$ cat config.mk
export PLATFORM = sky130hd
export DESIGN_NAME = gbi_front_flat
export DESIGN_NICKNAME = d
export VERILOG_FILES = /design/src/hdl/gbi_pkg.sv /design/src/hdl/gbi_req_if.sv /design/src/hdl/gbi_front.sv /design/src/flat_wrapper.sv
export SDC_FILE = /design/constraint.sdc
export NUM_CORES = 1
export LEC_CHECK = 0
export BUFFER_PORTS_ARGS = -buffer_cell sky130_fd_sc_hd__buf_2
export CAP_MARGIN = 40
export CORE_MARGIN = 4
export CORE_UTILIZATION = 31
export CTS_BUF_LIST = sky130_fd_sc_hd__clkbuf_4
export CTS_CLUSTER_DIAMETER = 60
export DETAILED_ROUTE_END_ITERATION = 16
export PLACE_DENSITY_LB_ADDON = 0.05
export SYNTH_ARGS = -nofsm -noshare
export SYNTH_HDL_FRONTEND = slang
export SYNTH_SLANG_ARGS = --single-unit
$ cat constraint.sdc
create_clock -name clock -period 10.5 [get_ports clock]
set_input_delay 2.1 -clock clock [delete_from_list [all_inputs] [get_ports clock]]
set_output_delay 2.1 -clock clock [all_outputs]
set_load 0.01 [all_outputs]
$ cat src/hdl/gbi_pkg.sv
`default_nettype none

package gbi_pkg;

   localparam int FRAC_BITS_DEFAULT = 16;
   localparam int QUEUE_DEPTH       = 2;
   localparam int CSR_ADDR_W        = 4;

   // Register indexes (byte address / 4)
   localparam logic [1:0] REG_BODY_MASS    = 2'd0;
   localparam logic [1:0] REG_GRAVITY_GAIN = 2'd1;
   localparam logic [1:0] REG_SPEED_LIMIT  = 2'd2;

   localparam logic [7:0]  BODY_MASS_RESET    = 8'd2;
   localparam logic [7:0]  GRAVITY_GAIN_RESET = 8'd2;
   localparam logic [15:0] SPEED_LIMIT_RESET  = 16'd1000;

   typedef enum logic [1:0] {
      ACT_PLACE   = 2'd0,
      ACT_PULL    = 2'd1,
      ACT_ADVANCE = 2'd2,
      ACT_NOP     = 2'd3
   } action_type;

   typedef struct packed {
      action_type         action;
      logic signed [31:0] other_x;
      logic signed [31:0] other_y;
      logic [7:0]         other_mass;
      logic signed [31:0] place_vel_x;
      logic signed [31:0] place_vel_y;
   } req_item_type;

   typedef struct packed {
      logic signed [31:0] pos_x;
      logic signed [31:0] pos_y;
      logic signed [31:0] vel_x;
      logic signed [31:0] vel_y;
      logic signed [31:0] accel_x;
      logic signed [31:0] accel_y;
   } body_type;

   typedef struct packed {
      logic [7:0]  body_mass;
      logic [7:0]  gravity_gain;
      logic [15:0] speed_limit;
   } cfg_type;

   typedef struct packed {
      logic [31:0] num;
      logic [6:0]  shift;
      logic [63:0] den;
      logic [32:0] cap;
   } div_cmd_type;

   typedef struct packed {
      logic [1:0] count;
   } fq_status_type;

endpackage

`default_nettype wire

$ cat src/hdl/gbi_req_if.sv
`default_nettype none

interface gbi_req_if;
   logic               valid;
   logic               ready;
   logic [1:0]         action;
   logic signed [31:0] other_x;
   logic signed [31:0] other_y;
   logic [7:0]         other_mass;
   logic signed [31:0] place_vel_x;
   logic signed [31:0] place_vel_y;

   modport source (output valid, action, other_x, other_y, other_mass, place_vel_x,
                   place_vel_y, input ready);
   modport sink (input valid, action, other_x, other_y, other_mass, place_vel_x,
                 place_vel_y, output ready);
endinterface

`default_nettype wire

$ cat src/hdl/gbi_front.sv
`default_nettype none

module gbi_front import gbi_pkg::*; (
   input  logic          clock,
   input  logic          reset,
   gbi_req_if.sink       req,
   output logic          head_valid,
   input  logic          head_pop,
   output req_item_type  head_item,
   output fq_status_type status
);

   localparam int PTR_W = $clog2(QUEUE_DEPTH);

   req_item_type     slot_ff [QUEUE_DEPTH];
   logic [PTR_W-1:0] wr_ptr_ff;
   logic [PTR_W-1:0] rd_ptr_ff;
   logic [1:0]       count_ff;
   req_item_type     item_in;
   logic             push;
   logic             pop;

   // classify the raw action code
   always_comb begin
      item_in.action      = action_type'(req.action);
      item_in.other_x     = req.other_x;
      item_in.other_y     = req.other_y;
      item_in.other_mass  = req.other_mass;
      item_in.place_vel_x = req.place_vel_x;
      item_in.place_vel_y = req.place_vel_y;
   end

   assign req.ready    = (count_ff != 2'(QUEUE_DEPTH));
   assign push         = req.valid && req.ready;
   assign head_valid   = (count_ff != 2'd0);
   assign pop          = head_pop && head_valid;
   assign head_item    = slot_ff[rd_ptr_ff];
   assign status.count = count_ff;

   always_ff @(posedge clock) begin
      if (reset) begin
         wr_ptr_ff <= '0;
         rd_ptr_ff <= '0;
         count_ff  <= 2'd0;
      end else begin
         if (push) begin
            wr_ptr_ff <= wr_ptr_ff + PTR_W'(1);
         end
         if (pop) begin
            rd_ptr_ff <= rd_ptr_ff + PTR_W'(1);
         end
         count_ff <= count_ff + 2'(push) - 2'(pop);
      end
      if (push) begin
         slot_ff[wr_ptr_ff] <= item_in;
      end
   end

endmodule

`default_nettype wire

$ cat src/flat_wrapper.sv
// flat-port wrapper written by rule: the top's interface ports become plain ports
module gbi_front_flat import gbi_pkg::*;
  (clock, reset, head_valid, head_pop, head_item, status, req_valid, req_action, req_other_x, req_other_y, req_other_mass, req_place_vel_x, req_place_vel_y, req_ready);
  gbi_req_if req_i ();
  input  logic clock;
  input  logic reset;
  output logic head_valid;
  input  logic head_pop;
  output req_item_type head_item;
  output fq_status_type status;
  input wire logic [$bits(req_i.valid)-1:0] req_valid;
  input wire logic [$bits(req_i.action)-1:0] req_action;
  input wire logic [$bits(req_i.other_x)-1:0] req_other_x;
  input wire logic [$bits(req_i.other_y)-1:0] req_other_y;
  input wire logic [$bits(req_i.other_mass)-1:0] req_other_mass;
  input wire logic [$bits(req_i.place_vel_x)-1:0] req_place_vel_x;
  input wire logic [$bits(req_i.place_vel_y)-1:0] req_place_vel_y;
  output wire logic [$bits(req_i.ready)-1:0] req_ready;
  assign req_i.valid = req_valid;
  assign req_i.action = req_action;
  assign req_i.other_x = req_other_x;
  assign req_i.other_y = req_other_y;
  assign req_i.other_mass = req_other_mass;
  assign req_i.place_vel_x = req_place_vel_x;
  assign req_i.place_vel_y = req_place_vel_y;
  assign req_ready = req_i.ready;
  gbi_front u_core (.clock(clock), .reset(reset), .req(req_i), .head_valid(head_valid), .head_pop(head_pop), .head_item(head_item), .status(status));
endmodule
==> results of run 1 <==
==> cell families (layout without fill, tap and decap cells) <==
group                      count (synthesis)  after routing  synth area share (%)
DFF                                      281            281                  81.9
muxes                                    138            138                  15.2
buffers and inverters                     17            422                  1.66
and+or+nand+nor                           14             14                 0.733
adders and majority gates                  2              2                 0.244
AOI/OAI and AO/OA                          2              2                 0.122
xor gates and xnor gates                   2              2                 0.171
other                                      0              2                     0
==> critical path, cell delays in order, from the launching register on <==
cell     delay (ps)
dfxtp_4         490
buf_16          320
buf_4           450
buf_16          280
mux2_2          400
buf_2           150
==> cells in the mapped netlist (all sizes together) <==
cell	instances
and3	1
ha	2
nand2b	2
inv	2
and2	2
or2	1
nor2	4
edfxtp	276
nand3	1
o21ai	1
o21a	1
xnor2	1
nor2b	2
dfxtp	5
buf	15
mux2	138
xor2	1
nor3	1
==> power by group <==
part           switching (mW)  internal [mW]  leakage, nW  total [mW]
combinational           0.419          0.372         1.78       0.791
sequential             0.0440           1.42         2.62        1.46
clock                   0.414          0.535        0.578       0.949
total                   0.876           2.33         4.98        3.20
==> flip-flops by register name, summed over array words and instances (netlist names), named ones only <==
signal,flops
u_core.wr_ptr_ff,1
u_core.rd_ptr_ff,1
u_core.status,2
u_core.slot_ff,276
==> final cells by class <==
cell class	count	area, um^2	area share, %
Timing Repair Buffer	293	1610	12.2
Tap cell	442	553	4.18
Multi-Input combinational cell	158	1700	12.8
Clock inverter	15	126	0.955
Inverter	2	7.51	0.0567
Clock buffer	112	841	6.35
Sequential cell	281	8390	63.4
Antenna cell	2	5.00	0.0378
==> final timing paths <==
path | start | to | slack [ps] | cells past startpoint
min reg2reg | u_core.rd_ptr_ff$_SDFFE_PP0P_ | flop | 520 | 2
max reg2reg | u_core.status[0]$_SDFF_PP0_ | u_core.slot_ff[1][26]$_DFFE_PP_ | 8000 | 5
max | flop | head_item[65] | 5690 | 5
min | u_core.rd_ptr_ff$_SDFFE_PP0P_ | flop | 520 | 2
==> layer usage <==
metal | share of wire (%) | routed length, um
met4 | 3.7 | 835
met3 | 8.4 | 1890
met2 | 49 | 10900
met1 | 39 | 8690
met5 | 0.13 | 28
==> through the flow <==
step	std cells	utilization, %	hold WS (ps)	setup slack [ps]	instance area [um^2]
after floorplan	456	-	471	1510	10200
after global placement	1170	37.2	494	5810	12100
after detailed placement	1176	37.7	507	6220	12300
after CTS	1303	40.7	522	5520	13200
after global routing	1305	40.7	577	5470	13200
final	1305	40.7	519	5690	13200
==> results.cfg, run 1 <==
[routing]
drt-total-wl_mm = 22.4
drc = 0
drtIter0Drc = 192
vias = 5528
vias_per_cell = 4.24
wl_per_cell_um = 17.2
ant_nets = 0
dr.pass1.iters = 4

[critical_path]
worst-path-max-fanout = 56
crit_required_ps = 8400
critical_path_arrival_ps = 2710
cp-end-kind = output pin
critPathKind = flop to output pin
startpoint_type = flop

[clock_tree]
clk-insertion-delay-late_ps = 670
path_clk_slew_ps = 60
clkSinkCount = 281
ctsLongestPathBuffers = 3
numCtsBuffers = 75
ctsRootBufferMaster = clkbuf_4
cts_setup_buffers = 0
cts_tree = done
htreeDepth = 3
cts_hold_buf = 0
cts_resized = 0

[sta]
fmax_ghz = 0.208
rsz0062_at_grt = false
max_slew_margin_pct = 72.4
fin_crit_ps = 4810
maxSlewViolCount = 0
fin_skew_ps = 83.3
setup-violations-final = 0
min_period_over_period_pct = 45.8
fin_setup_tns_ps = 0
tightest_slew_ps = 414
final_hold_viol_count = 0

[global_routing]
grt_overflow = 0
busiest_layer = met2
use_met1_pct = 13.6
met2_usage_pct = 20.1
met3_usage_pct = 5.10
grt_max_degree = 57
grt_first_pass_wirelength_mm = 33.5
antenna_found_initial = 4
track_usage_pct = 12.1
grt_pass1_vias = 6084

[power]
ir_drop_mv = 0.103
p_per_area_mw_per_mm2 = 242
power_mw = 3.20
p_leak_nw = 4.98

[die]
coreArea_mm2 = 0.0325
die_h_um = 190
row_count = 66
fp.dieW_um = 190
ios = 284
fp.dieArea_mm2 = 0.0360
initial_core_util_pct = 31.5

[finish]
final_cell_mix = 283 x buf_2, 276 x edfxtp_1, 138 x mux2_2
drive_gt1_share_pct = 64.6
final_common_cell = buf_2
n_fill_cell = 3135
final_nets = 955
area.growth.synth_to_final_pct = 29.2

[place]
port_buffers = 283
gp_routability_congestion = 0.706
dp_hpwl_mm = 15.1

[yosys]
synth-seq-cells = 281
netlist.top_cell.by_area = edfxtp_1
ys_warn_count = 0
netlist-cell-type-count = 19
synth_area_leaders = edfxtp_1 81%, mux2_2 15%, buf_6 1.5%
syn_nets = 600
syn-mean-instance-area_um2 = 22.5
synthCells = 456
netlist_area_mm2 = 0.0102
yosysTopAreaCellShare_pct = 80.9
yosysSeqAreaShare_pct = 81.9

[outcome]
status = complete, no violations

[flow_run]
cap_violations = 0

[min_path]
hold_path.class = flop to flop
(Power assumes the default switching activity.)
==> inputs of run 2 (changes only) <==
==> constraint.sdc (replaced) <==
create_clock -name clock -period 4.55 [get_ports clock]
set_input_delay 0.91 -clock clock [delete_from_list [all_inputs] [get_ports clock]]
set_output_delay 0.91 -clock clock [all_outputs]
set_load 0.01 [all_outputs]
==> run 2 against run 1 <==
Via count rose by 0.45%. Sequential cell count did not move. Worst hold slack got worse by 91 ps. Clock skew fell by 31 ps. Register-to-register slack got worse by 5500 ps. Combinational power rose by 120%. First-iteration DRC count fell by 5.7%. Critical path type unchanged.
==> results.cfg, run 2 (same netlist as run 1, synthesis figures left out) <==
[outcome]
status = complete, no violations

[routing]
vias = 5553
ant_nets = 0
vias_per_cell = 4.22
dr_wl_met2_mm = 11.2
dr.pass1.iters = 4
drt-total-wl_mm = 22.8
wl_met1_mm = 9.00
routed.top_layer = met5
met3_length_mm = 1.94
wl_per_cell_um = 17.3
drc = 0
drtIter0Drc = 181

[finish]
n_fill_cell = 3079
final_nets = 958
top_register = u_core.slot_ff
drive_gt1_share_pct = 64.4
largest_reg_flops = 276
final_cells = 1316
final_cell_mix = 283 x buf_2, 276 x edfxtp_1, 138 x mux2_2
final_common_cell = buf_2
area.growth.synth_to_final_pct = 29.2

[clock_tree]
path_clk_slew_ps = 60
htreeDepth = 3
ctsLongestPathBuffers = 3
cts_setup_buffers = 0
numCtsBuffers = 79
cts_tree = done
cts_resized = 0
cts_hold_buf = 0
clk-insertion-delay-late_ps = 670
ctsRootBufferMaster = clkbuf_4
clkSinkCount = 281

[die]
ios = 284
fp.dieW_um = 190
die_h_um = 190
fp.dieArea_mm2 = 0.0360
row_count = 66
coreArea_mm2 = 0.0325
initial_core_util_pct = 31.5

[place]
post-place-ws_ps = 1770
port_buffers = 283
gp_routability_congestion = 0.754
dp_hpwl_mm = 15.2
place_inst = 1175

[sta]
min_period_over_period_pct = 73.9
fin_skew_ps = 51.8
max_slew_margin_pct = 49.7
fin_setup_tns_ps = 0
final_hold_viol_count = 0
rsz0062_at_grt = false
fin_crit_ps = 3360
finalWorstSetupSlack_ps = 1190
fmax_ghz = 0.297
setup-violations-final = 0
maxSlewViolCount = 0
tightest_slew_ps = 755

[power]
p_leak_nw = 4.98
power_mw = 7.46
p_per_area_mw_per_mm2 = 564
ir_drop_mv = 0.249

[flow_run]
cap_violations = 0

[critical_path]
reg2reg_slack_ps = 2460
startpoint_type = flop
cp_slowest_cell = dfxtp_4
cp-end-kind = output pin
crit_required_ps = 3640
max_stage_delay_ps = 830
critPathKind = flop to output pin
cp_cell_sequence = buf_4 -> mux2_2 -> buf_2
critical_path_arrival_ps = 2450
worst-path-max-fanout = 52

[global_routing]
track_usage_pct = 12.3
grt_max_degree = 72
antenna_found_initial = 11
grt_first_pass_wirelength_mm = 34.2
grt_pass1_vias = 6133
grt_overflow = 0

[min_path]
hold_path.class = input port to flop
==> run 2: final timing paths <==
check,start,endpoint,depth (start not counted)
worst max register to register,u_core.status[0]$_SDFF_PP0_,u_core.slot_ff[1][33]$_DFFE_PP_,3
worst min-delay path,req_place_vel_y[27],u_core.slot_ff[1][27]$_DFFE_PP_,1
worst min register to register,u_core.rd_ptr_ff$_SDFFE_PP0P_,u_core.rd_ptr_ff$_SDFFE_PP0P_,2
worst max-delay path,flop,head_item[121],3
==> run 2: layout make-up <==
cell class | instances | area (um^2) | share of cell area, %
clock buffers | 120 | 901 | 6.81
inverters | 2 | 7.51 | 0.0567
multi-input cells | 158 | 1700 | 12.8
clock inverters | 16 | 123 | 0.927
repair buffers | 292 | 1550 | 11.7
well taps | 442 | 553 | 4.18
diodes | 5 | 12.5 | 0.0945
flip-flops and latches | 281 | 8390 | 63.4
==> run 2: worst max-delay path, delay by kind of cell (launching register included) <==
| family | cells | cell delay, ps |
|---|---|---|
| flops | 1 | 830 |
| mux | 1 | 390 |
| buf+inv | 2 | 560 |
==> run 2: routing by layer <==
metal / track usage (%) / vias to the layer above
li1: - / 2586
met1: 14.1 / 2684
met2: 20.0 / 221
met3: 5.27 / 50
met4: 5.79 / 12
met5: 0 / -
==> run 2: stage by stage <==
| stage | util, % | hold WS, ps | cell area [um^2] |
|---|---|---|---|
| after floorplan | - | 481 | 10300 |
| after global placement | 37.3 | 503 | 12100 |
| after detailed placement | 37.5 | 509 | 12200 |
| after CTS | 40.6 | 325 | 13200 |
| after global routing | 40.7 | 318 | 13200 |
| final | 40.7 | 428 | 13200 |
==> run 2: report_power, final <==
part	internal [mW]	leakage [nW]	switching [mW]	total, mW
combinational	0.832	1.76	0.907	1.74
sequential	3.28	2.62	0.152	3.43
clock	1.31	0.608	0.986	2.29
